==> src/hdl/weighted_table_route_select_assert.svh <==
// weighted_table_route_select_assert.svh: assertion macros for the route selector
// used by weighted_table_route_select.sv; expects clock and reset in scope
`ifndef WEIGHTED_TABLE_ROUTE_SELECT_ASSERT_SVH
`define WEIGHTED_TABLE_ROUTE_SELECT_ASSERT_SVH

// property that holds in the same cycle, checked outside reset
`define WTRS_ASSERT(lbl, prop) \
   lbl: assert property (@(posedge clock) disable iff (reset) (prop)) \
      else $error("route select assertion failed");

// antecedent in one cycle implies consequent in the next
`define WTRS_ASSERT_NEXT(lbl, ante, cons) \
   lbl: assert property (@(posedge clock) disable iff (reset) (ante) |=> (cons)) \
      else $error("route select assertion failed");

`endif

==> src/hdl/wtrs_pkg.sv <==
// wtrs_pkg.sv: sizes, command codes and sequencer states of the route selector
// no dependencies; imported by weighted_table_route_select.sv
`timescale 1ns / 1ps

package wtrs_pkg;

   // table geometry
   localparam int NUM_VNETS = 4;
   localparam int NUM_LINKS = 8;
   localparam int DEST_BITS = 32;

   // derived widths
   localparam int LINK_W   = (NUM_LINKS > 1) ? $clog2(NUM_LINKS) : 1;
   localparam int CNT_W    = $clog2(NUM_LINKS + 1);
   localparam int ENTRIES  = NUM_VNETS * NUM_LINKS;
   localparam int ADDR_W   = (ENTRIES > 1) ? $clog2(ENTRIES) : 1;
   localparam int RND_W    = 16;
   localparam int MOD_STEPS = RND_W / 2;
   localparam int STEP_MAX = (NUM_LINKS > MOD_STEPS) ? NUM_LINKS : MOD_STEPS;
   localparam int STEP_W   = $clog2(STEP_MAX + 1);

   // port field widths
   localparam int CMD_W    = 2;
   localparam int VNET_W   = 2;
   localparam int PORT_LINK_W = 3;
   localparam int MASK_W   = 32;
   localparam int WEIGHT_W = 8;
   localparam int TIED_W   = 4;
   localparam int ORD_W    = 4;

   localparam logic [RND_W-1:0] LFSR_SEED = 16'hACE1;

   // request commands
   localparam logic [CMD_W-1:0] CMD_LOOKUP    = 2'd0;
   localparam logic [CMD_W-1:0] CMD_WR_MASK   = 2'd1;
   localparam logic [CMD_W-1:0] CMD_WR_WEIGHT = 2'd2;

   // sequencer states
   typedef enum logic [2:0] {
      ST_IDLE,
      ST_SCAN,
      ST_DECIDE,
      ST_MOD,
      ST_SELECT
   } state_type;

endpackage

==> src/hdl/weighted_table_route_select.sv <==
// weighted_table_route_select.sv: router output-link selector by minimum weight with tie break
// depends on wtrs_pkg and weighted_table_route_select_assert.svh
`timescale 1ns / 1ps
//
// Usage
//   Request channel: drive req_* and raise start; a request is taken at a clock
//   edge with start high and busy low. Commands: lookup, write route mask
//   (per vnet and link), write link weight.
//   Result channel: one result per request, shown on rsp_* for exactly one cycle
//   with rsp_strobe high. The receiver cannot stall it.
//   Writes answer in the cycle after the request and leave busy low.
//   A lookup with a valid vnet holds busy high while a small sequencer walks the
//   route-mask memory once (one link per cycle through a registered read, then a
//   drain and a decide step); if any link matched, it then runs a 2-bit-per-cycle
//   remainder of the 16-bit LFSR by the tie count (skipped on ordered vnets),
//   then walks the tied links to the chosen one.
//   Config: APB register 0 at byte address 0 is ordered_vnets (4 bits).
//   Reset clears the mask valid bits, the weights and the register and loads the
//   LFSR seed at once; there is no clearing pass.

`include "weighted_table_route_select_assert.svh"

module weighted_table_route_select
   import wtrs_pkg::*;
(
   input  logic                   clock,
   input  logic                   reset,
   // request channel
   input  logic                   start,
   output logic                   busy,
   input  logic [CMD_W-1:0]       req_command,
   input  logic [VNET_W-1:0]      req_vnet,
   input  logic [PORT_LINK_W-1:0] req_link,
   input  logic [MASK_W-1:0]      req_mask,
   input  logic [WEIGHT_W-1:0]    req_weight,
   // result channel
   output logic                   rsp_strobe,
   output logic [PORT_LINK_W-1:0] rsp_out_link,
   output logic                   rsp_no_route,
   output logic [TIED_W-1:0]      rsp_tied_count,
   // configuration port
   input  logic                   psel,
   input  logic                   penable,
   input  logic                   pwrite,
   input  logic [2:0]             paddr,
   input  logic [31:0]            pwdata,
   output logic [31:0]            prdata,
   output logic                   pready
);

   // one remainder step: shift in a bit, subtract divisor when it fits
   function automatic logic [CNT_W-1:0] mod_step(input logic [CNT_W-1:0] rem,
                                                 input logic b,
                                                 input logic [CNT_W-1:0] div);
      logic [CNT_W:0] sh;
      sh = {rem, b};
      if (sh >= {1'b0, div}) sh = sh - {1'b0, div};
      return sh[CNT_W-1:0];
   endfunction

   state_type state_ff, state_in;

   logic [DEST_BITS-1:0] dest_ff, dest_in;
   logic [VNET_W-1:0]    vnet_ff, vnet_in;
   logic [RND_W-1:0]     rnd_ff, rnd_in;
   logic [RND_W-1:0]     lfsr_ff, lfsr_in;
   logic [STEP_W-1:0]    cnt_ff, cnt_in;
   logic                 rd_vld_ff, rd_vld_in;
   logic [LINK_W-1:0]    rd_link_ff, rd_link_in;
   logic [NUM_LINKS-1:0] cand_ff, cand_in;
   logic                 have_min_ff, have_min_in;
   logic [WEIGHT_W-1:0]  min_ff, min_in;
   logic [CNT_W-1:0]     count_ff, count_in;
   logic [CNT_W-1:0]     rem_ff, rem_in;
   logic [CNT_W-1:0]     seen_ff, seen_in;
   logic [ORD_W-1:0]     ordered_ff;

   logic                   rsp_strobe_ff, rsp_strobe_in;
   logic [PORT_LINK_W-1:0] rsp_link_ff, rsp_link_in;
   logic                   rsp_nr_ff, rsp_nr_in;
   logic [TIED_W-1:0]      rsp_tied_ff, rsp_tied_in;

   // link weights and route-mask memory
   logic [WEIGHT_W-1:0]  weights_ff [NUM_LINKS];
   logic [DEST_BITS-1:0] route_mem [ENTRIES];
   logic [ENTRIES-1:0]   mask_vld_ff;
   logic [DEST_BITS-1:0] rd_data_ff;
   logic                 rd_ent_vld_ff;

   logic                 accept;
   logic                 vnet_ok;
   logic                 link_ok;
   logic                 mem_we;
   logic                 wt_we;
   logic [ADDR_W-1:0]    wr_addr;
   logic [ADDR_W-1:0]    rd_addr;
   logic [63:0]          mask_ext;
   logic [DEST_BITS-1:0] mask_dest;
   logic                 scan_hit;
   logic [WEIGHT_W-1:0]  scan_wt;
   logic [NUM_LINKS-1:0] tie_vec;
   logic [LINK_W-1:0]    sel_idx;
   logic [TIED_W-1:0]    tied_sat;
   logic                 lfsr_bit;
   logic                 cfg_we;

   // request decode
   assign busy      = (state_ff != ST_IDLE);
   assign accept    = start && !busy;
   assign vnet_ok   = (32'(req_vnet) < NUM_VNETS);
   assign link_ok   = (32'(req_link) < NUM_LINKS);
   assign mask_ext  = {32'd0, req_mask};
   assign mask_dest = mask_ext[DEST_BITS-1:0];
   assign wr_addr   = ADDR_W'(32'(req_vnet) * NUM_LINKS + 32'(req_link));
   assign rd_addr   = ADDR_W'(32'(vnet_ff) * NUM_LINKS + 32'(cnt_ff[LINK_W-1:0]));
   assign lfsr_bit  = lfsr_ff[0] ^ lfsr_ff[2] ^ lfsr_ff[3] ^ lfsr_ff[5];

   // scan datapath: candidate test of the entry read last cycle
   assign scan_hit = rd_ent_vld_ff && (|(rd_data_ff & dest_ff));
   assign scan_wt  = weights_ff[rd_link_ff];

   // tied links: candidates at the minimum weight
   always_comb begin
      for (int l = 0; l < NUM_LINKS; l++) begin
         tie_vec[l] = cand_ff[l] && (weights_ff[l] == min_ff);
      end
   end

   assign sel_idx  = cnt_ff[LINK_W-1:0];
   assign tied_sat = (32'(count_ff) > 15) ? 4'd15 : TIED_W'(count_ff);

   // state register
   always_ff @(posedge clock) begin
      if (reset) begin
         state_ff <= ST_IDLE;
      end else begin
         state_ff <= state_in;
      end
   end

   // sequencer: next state and datapath next values
   always_comb begin
      state_in      = state_ff;
      dest_in       = dest_ff;
      vnet_in       = vnet_ff;
      rnd_in        = rnd_ff;
      lfsr_in       = lfsr_ff;
      cnt_in        = cnt_ff;
      rd_vld_in     = 1'b0;
      rd_link_in    = rd_link_ff;
      cand_in       = cand_ff;
      have_min_in   = have_min_ff;
      min_in        = min_ff;
      count_in      = count_ff;
      rem_in        = rem_ff;
      seen_in       = seen_ff;
      rsp_strobe_in = 1'b0;
      rsp_link_in   = rsp_link_ff;
      rsp_nr_in     = rsp_nr_ff;
      rsp_tied_in   = rsp_tied_ff;
      mem_we        = 1'b0;
      wt_we         = 1'b0;

      case (state_ff)
         ST_IDLE: begin
            if (accept) begin
               rsp_link_in = '0;
               rsp_nr_in   = 1'b0;
               rsp_tied_in = '0;
               case (req_command)
                  CMD_LOOKUP: begin
                     lfsr_in     = {lfsr_bit, lfsr_ff[RND_W-1:1]};
                     rnd_in      = lfsr_ff;
                     dest_in     = mask_dest;
                     vnet_in     = req_vnet;
                     cnt_in      = '0;
                     cand_in     = '0;
                     have_min_in = 1'b0;
                     count_in    = '0;
                     if (vnet_ok) begin
                        state_in = ST_SCAN;
                     end else begin
                        rsp_strobe_in = 1'b1;
                        rsp_nr_in     = 1'b1;
                     end
                  end
                  CMD_WR_MASK: begin
                     mem_we        = vnet_ok && link_ok;
                     rsp_strobe_in = 1'b1;
                  end
                  CMD_WR_WEIGHT: begin
                     wt_we         = link_ok;
                     rsp_strobe_in = 1'b1;
                  end
                  default: begin
                     rsp_strobe_in = 1'b1;
                  end
               endcase
            end
         end

         ST_SCAN: begin
            // issue one memory read per cycle
            if (32'(cnt_ff) < NUM_LINKS) begin
               rd_vld_in  = 1'b1;
               rd_link_in = cnt_ff[LINK_W-1:0];
               cnt_in     = cnt_ff + 1'b1;
            end
            // running minimum and tie count over returned entries
            if (rd_vld_ff && scan_hit) begin
               cand_in[rd_link_ff] = 1'b1;
               if (!have_min_ff || (scan_wt < min_ff)) begin
                  have_min_in = 1'b1;
                  min_in      = scan_wt;
                  count_in    = CNT_W'(1);
               end else if (scan_wt == min_ff) begin
                  count_in = count_ff + 1'b1;
               end
            end
            if ((32'(cnt_ff) == NUM_LINKS) && !rd_vld_ff) begin
               state_in = ST_DECIDE;
            end
         end

         ST_DECIDE: begin
            rem_in  = '0;
            seen_in = '0;
            cnt_in  = '0;
            if (count_ff == '0) begin
               rsp_strobe_in = 1'b1;
               rsp_link_in   = '0;
               rsp_nr_in     = 1'b1;
               rsp_tied_in   = '0;
               state_in      = ST_IDLE;
            end else if (ordered_ff[vnet_ff]) begin
               state_in = ST_SELECT;
            end else begin
               state_in = ST_MOD;
            end
         end

         ST_MOD: begin
            // two remainder bits per cycle, msb first
            rem_in = mod_step(mod_step(rem_ff, rnd_ff[RND_W-1], count_ff),
                              rnd_ff[RND_W-2], count_ff);
            rnd_in = {rnd_ff[RND_W-3:0], 2'b00};
            cnt_in = cnt_ff + 1'b1;
            if (32'(cnt_ff) == MOD_STEPS - 1) begin
               cnt_in   = '0;
               seen_in  = '0;
               state_in = ST_SELECT;
            end
         end

         ST_SELECT: begin
            // walk tied links until the picked position
            cnt_in = cnt_ff + 1'b1;
            if (tie_vec[sel_idx]) begin
               if (seen_ff == rem_ff) begin
                  rsp_strobe_in = 1'b1;
                  rsp_link_in   = PORT_LINK_W'(sel_idx);
                  rsp_nr_in     = 1'b0;
                  rsp_tied_in   = tied_sat;
                  state_in      = ST_IDLE;
               end else begin
                  seen_in = seen_ff + 1'b1;
               end
            end
         end

         default: begin
            state_in = ST_IDLE;
         end
      endcase
   end

   // control and result registers
   always_ff @(posedge clock) begin
      if (reset) begin
         lfsr_ff       <= LFSR_SEED;
         rd_vld_ff     <= 1'b0;
         rsp_strobe_ff <= 1'b0;
      end else begin
         lfsr_ff       <= lfsr_in;
         rd_vld_ff     <= rd_vld_in;
         rsp_strobe_ff <= rsp_strobe_in;
      end
   end

   // payload registers
   always_ff @(posedge clock) begin
      dest_ff     <= dest_in;
      vnet_ff     <= vnet_in;
      rnd_ff      <= rnd_in;
      cnt_ff      <= cnt_in;
      rd_link_ff  <= rd_link_in;
      cand_ff     <= cand_in;
      have_min_ff <= have_min_in;
      min_ff      <= min_in;
      count_ff    <= count_in;
      rem_ff      <= rem_in;
      seen_ff     <= seen_in;
      rsp_link_ff <= rsp_link_in;
      rsp_nr_ff   <= rsp_nr_in;
      rsp_tied_ff <= rsp_tied_in;
   end

   // link weight table
   always_ff @(posedge clock) begin
      if (reset) begin
         for (int l = 0; l < NUM_LINKS; l++) begin
            weights_ff[l] <= '0;
         end
      end else if (wt_we) begin
         weights_ff[LINK_W'(req_link)] <= req_weight;
      end
   end

   // route-mask memory with registered read
   always_ff @(posedge clock) begin
      if (mem_we) begin
         route_mem[wr_addr] <= mask_dest;
      end
      rd_data_ff <= route_mem[rd_addr];
   end

   // per-entry valid bits; an unwritten entry counts as an empty mask
   always_ff @(posedge clock) begin
      if (reset) begin
         mask_vld_ff   <= '0;
         rd_ent_vld_ff <= 1'b0;
      end else begin
         if (mem_we) begin
            mask_vld_ff[wr_addr] <= 1'b1;
         end
         rd_ent_vld_ff <= mask_vld_ff[rd_addr];
      end
   end

   // configuration register
   assign cfg_we = psel && penable && pwrite && pready && !paddr[2];

   always_ff @(posedge clock) begin
      if (reset) begin
         ordered_ff <= '0;
      end else if (cfg_we) begin
         ordered_ff <= pwdata[ORD_W-1:0];
      end
   end

   assign pready = 1'b1;
   assign prdata = paddr[2] ? 32'd0 : {{(32 - ORD_W){1'b0}}, ordered_ff};

   // result ports
   assign rsp_strobe     = rsp_strobe_ff;
   assign rsp_out_link   = rsp_link_ff;
   assign rsp_no_route   = rsp_nr_ff;
   assign rsp_tied_count = rsp_tied_ff;

   // checks
   `WTRS_ASSERT(a_strobe_not_busy, rsp_strobe |-> !busy)
   `WTRS_ASSERT_NEXT(a_write_answers, start && !busy && (req_command != CMD_LOOKUP), rsp_strobe)
   `WTRS_ASSERT(a_no_route_zero, rsp_strobe && rsp_no_route |-> (rsp_tied_count == '0))
   `WTRS_ASSERT(a_pick_in_range, (state_ff == ST_SELECT) |-> (rem_ff < count_ff))

endmodule
==> config.mk <==
export PLATFORM = sky130hd
export DESIGN_NAME = weighted_table_route_select
export DESIGN_NICKNAME = d
export VERILOG_FILES = /design/src/hdl/wtrs_pkg.sv /design/src/hdl/weighted_table_route_select.sv
export VERILOG_INCLUDE_DIRS = /design/src /design/src/hdl
export SDC_FILE = /design/constraint.sdc
export NUM_CORES = 1
export LEC_CHECK = 0
export BUFFER_PORTS_ARGS = -buffer_cell sky130_fd_sc_hd__buf_2
export CAP_MARGIN = 40
export CELL_PAD_IN_SITES_DETAIL_PLACEMENT = 1
export CELL_PAD_IN_SITES_GLOBAL_PLACEMENT = 1
export CORE_MARGIN = 2
export CORE_UTILIZATION = 41
export CTS_BUF_LIST = sky130_fd_sc_hd__clkbuf_4 sky130_fd_sc_hd__clkbuf_8
export DETAILED_ROUTE_END_ITERATION = 10
export PLACE_DENSITY_LB_ADDON = 0.1
export SKIP_CTS_REPAIR_TIMING = 1
export SYNTH_ARGS = -nofsm -noshare
export SYNTH_HDL_FRONTEND = slang
export SYNTH_SLANG_ARGS = --single-unit
==> constraint.sdc <==
create_clock -name clock -period 9.6 [get_ports clock]
set_clock_uncertainty 0.1 [all_clocks]
set_input_delay 1.44 -clock clock [delete_from_list [all_inputs] [get_ports clock]]
set_output_delay 1.44 -clock clock [all_outputs]
set_load 0.01 [all_outputs]
==> results of run 1 <==
## final cells by class
class | instances | area [um^2]
Antenna cell | 5 | 12.5
Tap cell | 1637 | 2050
Clock inverter | 84 | 607
Clock buffer | 303 | 3720
Fill cell | 11735 | 65800
Inverter | 29 | 110
Multi-Input combinational cell | 1434 | 12700
Sequential cell | 1275 | 37400
Timing Repair Buffer | 139 | 1010
## flip-flops by register name, indices dropped and copies added (netlist names), 8 cells and up, named ones only
register,count
dest_ff,32
rd_data_ff,32
route_mem,1024
weights_ff,64
lfsr_ff,16
rnd_ff,16
cand_ff,8
min_ff,8
mask_vld_ff,32
## worst max path at each step
stage / end / slack, ns / start / cells after the start
2_1_floorplan: route_mem[11][0] / 5.43 / start / 4
4_1_cts: rd_data_ff[8] / 5.24 / cnt_ff[1] / 10
5_1_grt: rem_ff[0] / 5.05 / count_ff[1] / 15
6_report: rd_data_ff[8] / 5.31 / cnt_ff[1] / 10
3_3_place_gp: route_mem[8][0] / 4.94 / start / 6
3_5_place_dp: route_mem[31][29] / 4.97 / start / 6
## metal layers
layer  wire length [um]  vias up  global-route usage (%)
li1                   -    11909                       -
met1              60900    14452                    29.8
met2              67800      731                    36.5
met3               7160      256                    4.05
met4               3600        4                    7.11
met5                 23        -                       0
## synth_stat cells (all sizes together), types with 22 or more instances
| master | instances | area share [%] |
|---|---|---|
| a21oi | 72 | 0.71 |
| and2 | 72 | 0.89 |
| buf | 114 | 1.5 |
| clkbuf | 70 | 0.55 |
| dfxtp | 93 | 3.7 |
| edfxtp | 1182 | 70 |
| inv | 28 | 0.21 |
| mux2 | 22 | 0.49 |
| mux2i | 271 | 5.3 |
| mux4 | 149 | 6.6 |
| nand2 | 188 | 1.4 |
| nor2 | 133 | 1.0 |
| o21ai | 40 | 0.39 |
| o221ai | 165 | 2.8 |
| o22ai | 38 | 0.47 |
| xnor2 | 37 | 0.64 |
| xor2 | 42 | 0.72 |
## cell families (layout without fill, tap and decap cells)
family	count (synthesis)	after routing	synth area share [%]
multiplexers	442	442	12.4
other	2	34	0.0148
buffers and inverters	213	555	2.28
AO/OA/AOI/OAI	367	367	5.28
AND/OR/NAND/NOR	494	494	4.60
flip-flops	1275	1275	73.5
adder cells (fa/ha/maj)	23	23	0.595
XOR/XNOR	79	79	1.36
## power breakdown
group,switching (mW),internal [mW],total [mW]
combinational,0.356,0.195,0.551
sequential,0.0297,6.11,6.14
clock,2.22,2.64,4.86
total,2.60,8.95,11.6
## worst max-delay path: stages (launching register included)
cell and delay (ns):
edfxtp_1 0.52, buf_4 0.60, nand2b_4 0.80, buf_4 0.57, buf_4 0.46, buf_12 0.30
o221ai_1 0.20, o22ai_1 0.22, a21oi_1 0.08, nand2_1 0.11, o21ai_0 0.12
==> flow_summary_export.csv, run 1 <==
group,metric,value,unit
status,status,"finished, final reports clean",
global_routing,grt-ovfl-total,0,
placement,dpl.hpwl,74100,um
timing,hold_viol_final,0,
drt,post_drt_via_cell_ratio,5.58,
critical_path,end_kind,"flop",
cells_and_area,nNetsFinal,3199,
cells_and_area,final_cells,4906,
hold_path,min_path_type,"reg -> reg",
clock_tree,clock-sinks,1275,
placement,place_congestion,0.807,
hold_path,hold_end,"mask_vld_ff[19]",
synthesis,yosysUniqueCellTypes,64,
cells_and_area,fin_area,0.0576,mm^2
placement,placedCellCount,4514,
drt,first_iter_violations,2345,
timing,drv_slew,0,
critical_path,worstSetupPathType,"reg -> reg",
hold_path,min_from,"mask_vld_ff[19]",
timing,slew_headroom,31.6,%
clock_tree,ctsHtreeMaxLevel,4,
floorplanning,core,0.123,mm^2
clock_tree,cts_made_buffers,209,
critical_path,reg2reg_depth,10,
synthesis,yosys_most_used_dff,"edfxtp_1",
drt,drtAntennaViolNets,0,
floorplanning,die_area,0.127,mm^2
power,ir_worst_vdd,127,uV
drt,routed-via-count,27352,
placement,preCtsSetupSlack,4.97,ns
synthesis,synth-edff-count,1182,
timing,hold_slack,0.372,ns
clock_tree,clockBufferDepth,3,
critical_path,r2r_end,"rd_data_ff[8]",
clock_tree,cts_tree,"built",
drt,totalWireLength,140000,um
synthesis,synth_cells,2895,
synthesis,syn_area,0.0509,mm^2
timing,setup_tns,0,ns
timing,rsz0062_at_grt,"no",
critical_path,start_kind,"flop",
cells_and_area,final_common_cell,"edfxtp_1",
critical_path,worstPathMaxFanout,47,
floorplanning,ios,131,
synthesis,synth-async-reset-ratio,0,%
hold_path,whs_path_depth,2,
power,power_leakage,19.3,nW
drt,routedWlPerCell,28.4,um
synthesis,ys_ff_latch,1275,
cells_and_area,final_util,46.7,%
placement,postPlaceCellArea,0.0532,mm^2
timing,fmax,233,MHz
synthesis,ys_warn_count,0,
global_routing,grt_usage,22.1,%
global_routing,grt_max_degree,120,
drt,route.detailed.drc,0,
global_routing,grt_first_pass_wirelength,202000,um
critical_path,r2r_start,"cnt_ff[1]",
cells_and_area,layout-drive-gt1-share,21.8,%
global_routing,first_global_vias,29235,
placement,io_buffers,71,
timing,tightestPinTransition,1.03,ns
floorplanning,start_util,41.2,%
floorplanning,rows,129,
global_routing,antenna_found_initial,14,
clock_tree,root_buffer,"clkbuf_8",
synthesis,yosysSeqAreaShare,73.5,%
timing,fin_crit_sh,44.7,%
clock_tree,clk_pin_slew_worst_paths,0.06,ns
cells_and_area,area_growth_syn_to_layout,13.2,%
timing,fin_crit,4.29,ns
critical_path,ff2ff_setup_slack,5.31,ns
clock_tree,worstSkewPairLatency,0.92,ns
power,power,11.6,mW
synthesis,synth_area_per_cell,17.6,um^2
timing,setup_viol,0,
cells_and_area,mostFrequentLayoutCells,"edfxtp_1, mux2i_1, clkbuf_8, nand2_1, o221ai_1",
drt,drt-pass1-iter-count,5,
timing,setup_slack,5.31,ns
floorplanning,die_h,356,um
critical_path,cp.required,10.25,ns
floorplanning,fp.dieW,356,um
run,maxCapViolCount,0,
critical_path,cp.arrival,4.94,ns
power,p_per_area,201,mW/mm^2
Power figures use the tool's default switching activity.
==> inputs of run 2 (changes only) <==
--- a/config.mk
+++ b/config.mk
@@ -6,6 +6,7 @@
 export SDC_FILE = /design/constraint.sdc
 export NUM_CORES = 1
 export LEC_CHECK = 0
+export ABC_AREA = 1
 export BUFFER_PORTS_ARGS = -buffer_cell sky130_fd_sc_hd__buf_2
 export CAP_MARGIN = 40
 export CELL_PAD_IN_SITES_DETAIL_PLACEMENT = 1
==> constraint.sdc (replaced) <==
create_clock -name clock -period 4.2 [get_ports clock]
set_clock_uncertainty 0.1 [all_clocks]
set_input_delay 0.63 -clock clock [delete_from_list [all_inputs] [get_ports clock]]
set_output_delay 0.63 -clock clock [all_outputs]
set_load 0.01 [all_outputs]
==> flow_summary_export.csv, run 2 <==
group,metric,value,unit
drt,routedWlPerCell,25.5,um
critical_path,worstPathMaxFanout,33,
run,maxCapViolCount,0,
power,ir_worst_vdd,497,uV
clock_tree,cts_made_buffers,212,
clock_tree,clockBufferDepth,3,
timing,drv_slew,0,
floorplanning,rows,129,
synthesis,synth_cells,3986,
drt,routed-via-count,32831,
cells_and_area,fillers,12623,
timing,rsz0062_at_grt,"no",
placement,place_congestion,0.805,
synthesis,synth_area_per_cell,12.8,um^2
cells_and_area,regMostFlops,"route_mem",
cells_and_area,largestRegisters,"route_mem (1024), weights_ff (64)",
critical_path,r2r_end,"count_ff[2]",
cells_and_area,fin_area,0.0584,mm^2
drt,first_iter_violations,2552,
global_routing,grt_first_pass_wirelength,223000,um
drt,drtAntennaViolNets,0,
critical_path,crit_path_frequent_cell,"o21ai_0",
synthesis,yosysMostFrequentCell,"edfxtp_1",
timing,slew_headroom,36.6,%
placement,postPlaceCellArea,0.0538,mm^2
cells_and_area,nNetsFinal,4249,
drt,drt-pass1-iter-count,5,
synthesis,synth_common_cells,"edfxtp_1, nor2_1, o21ai_0",
global_routing,grt-ovfl-total,0,
floorplanning,ios,131,
synthesis,ys_ff_latch,1275,
synthesis,yosys_most_used_dff,"edfxtp_1",
synthesis,yosys.area.top_type_share,69.5,%
synthesis,yosysTopAreaCell,"edfxtp_1",
floorplanning,die_h,357,um
timing,hold_viol_final,0,
critical_path,ff2ff_setup_slack,0.62,ns
floorplanning,core,0.124,mm^2
synthesis,synth-async-reset-ratio,0,%
timing,tightestPinTransition,0.950,ns
cells_and_area,final_cells,5965,
critical_path,critPathMaxStageDelay,0.49,ns
clock_tree,worstSkewPairLatency,0.96,ns
drt,totalWireLength,152000,um
power,power,35.4,mW
power,p_per_area,607,mW/mm^2
critical_path,cp_num_buf_inv,1,
critical_path,cp.arrival,4.04,ns
clock_tree,clk_pin_slew_worst_paths,0.06,ns
cells_and_area,largest_reg_flops,1024,
placement,io_buffers,71,
floorplanning,die_area,0.127,mm^2
global_routing,antenna_found_initial,12,
floorplanning,start_util,41.3,%
timing,fin_crit,3.58,ns
critical_path,crit_path_end,"count_ff[2]",
critical_path,crit_cells,11,
critical_path,cp_cell_sequence,"buf_4, o21ai_0, a221oi_1, a31oi_1, ha_1, a21oi_1, nor2_1, a211oi_1, o21ai_0, nand3_1, a2bb2oi_1",
cells_and_area,layout-drive-gt1-share,14.0,%
cells_and_area,mostFrequentLayoutCells,"edfxtp_1, nor2_1, o21ai_0, nand2_1, clkbuf_8",
synthesis,synth-edff-count,1182,
clock_tree,cts_tree,"built",
clock_tree,root_buffer,"clkbuf_8",
timing,setup_viol,0,
timing,fmax,279,MHz
timing,setup_tns,0,ns
drt,post_drt_via_cell_ratio,5.50,
hold_path,min_path_type,"in -> reg",
global_routing,grt_max_degree,160,
critical_path,reg2reg_depth,11,
synthesis,synth_area_leaders,"edfxtp_1, nor2_1, o21ai_0, dfxtp_1, o22ai_1",
critical_path,start_kind,"flop",
drt,route.detailed.drc,0,
global_routing,first_global_vias,33526,
synthesis,ys_warn_count,0,
global_routing,grt_usage,23.9,%
critical_path,end_kind,"flop",
synthesis,yosysSeqAreaShare,73.1,%
timing,hold_slack,0.0816,ns
synthesis,yosysUniqueCellTypes,44,
critical_path,slowest_stage,"a2bb2oi_1",
placement,placedCellCount,5555,
status,status,"finished, final reports clean",
cells_and_area,area_growth_syn_to_layout,14.4,%
clock_tree,ctsHtreeMaxLevel,4,
power,power_leakage,20.0,nW
floorplanning,fp.dieW,357,um
timing,fin_crit_sh,85.2,%
synthesis,syn_area,0.0511,mm^2
clock_tree,clock-sinks,1275,
critical_path,cp.required,4.66,ns
critical_path,worstSetupPathType,"reg -> reg",
critical_path,critical-path-top-delay-family,"compound AO/OA/AOI/OAI gates",
cells_and_area,final_common_cell,"edfxtp_1",
placement,dpl.hpwl,83100,um
-- run 2: cell types whose count changed after synthesis, moves of 28 or more --
cell	before	now
xor2_1	42	14
o31ai_1	0	32
a21oi_1	72	106
nor2_1	130	758
o21ai_0	26	517
nand2_1	188	292
mux2i_1	271	128
o22ai_1	38	236
clkbuf_1	65	165
and2_1	72	0
o221ai_1	165	64
mux4_2	149	0
inv_1	26	116
-- run 2: worst min-delay path by stage --
stage | from | to | slack [ns] | cells after the start
2_1_floorplan | mask_vld_ff[10] | mask_vld_ff[10] | 0.33 | 2
3_3_place_gp | mask_vld_ff[14] | mask_vld_ff[14] | 0.34 | 2
3_5_place_dp | mask_vld_ff[29] | mask_vld_ff[29] | 0.35 | 2
4_1_cts | req_vnet[1] | vnet_ff[1] | -0.25 | 1
5_1_grt | req_weight[6] | weights_ff[6][6] | 0.05 | 3
6_report | paddr[2] | ordered_ff[1] | 0.08 | 4
-- run 2: logic make-up after synthesis --
group	synth area share, %
flops	73.1
mux	2.51
other cells	0.0147
fa+ha+maj	0.593
compound gates	11.2
xor+xnor	0.600
buf+inv	3.31
simple gates	8.62
-- run 2: worst register-to-register path: cells and delay by family, from the launching register on --
| kind | cells | cell delay (ns) |
|---|---|---|
| flops | 1 | 0.33 |
| fa+ha+maj | 1 | 0.33 |
| compound gates | 7 | 1.82 |
| buf+inv | 1 | 0.32 |
| simple gates | 2 | 0.33 |
-- run 2: area by class of cell --
type                       instances  area (um^2)  share of cell area, %
clock buffer                     344         4110                   7.03
tap                             1637         2050                   3.51
timing repair buffer             179         1580                   2.71
antenna                            4         10.0                 0.0171
sequential                      1275        37400                   63.9
clock inverter                    56          439                  0.752
multi-input combinational       2346        12400                   21.2
inverter                         124          485                  0.831
-- run 2: layer usage --
metal | part of all wire (%) | track usage [%]
met1 | 44 | 32.2
met2 | 48 | 39.7
met3 | 4.8 | 3.89
met4 | 2.3 | 7.14
met5 | 0.0072 | 0
-- run 2: through the flow --
stage	utilization (%)	setup WS, ns
2_1_floorplan	-	1.14
4_1_cts	47.2	0.561
6_report	47.3	0.621
5_1_grt	47.2	0.268
3_5_place_dp	43.5	0.579
3_3_place_gp	43.5	0.632
-- run 2: power by group --
part           switching (mW)  internal (mW)  total, mW  leakage, nW
registers               0.243           14.4       14.6         11.5
logic                    6.38           2.82       9.20         6.08
clock network            5.10           6.50       11.6         2.44
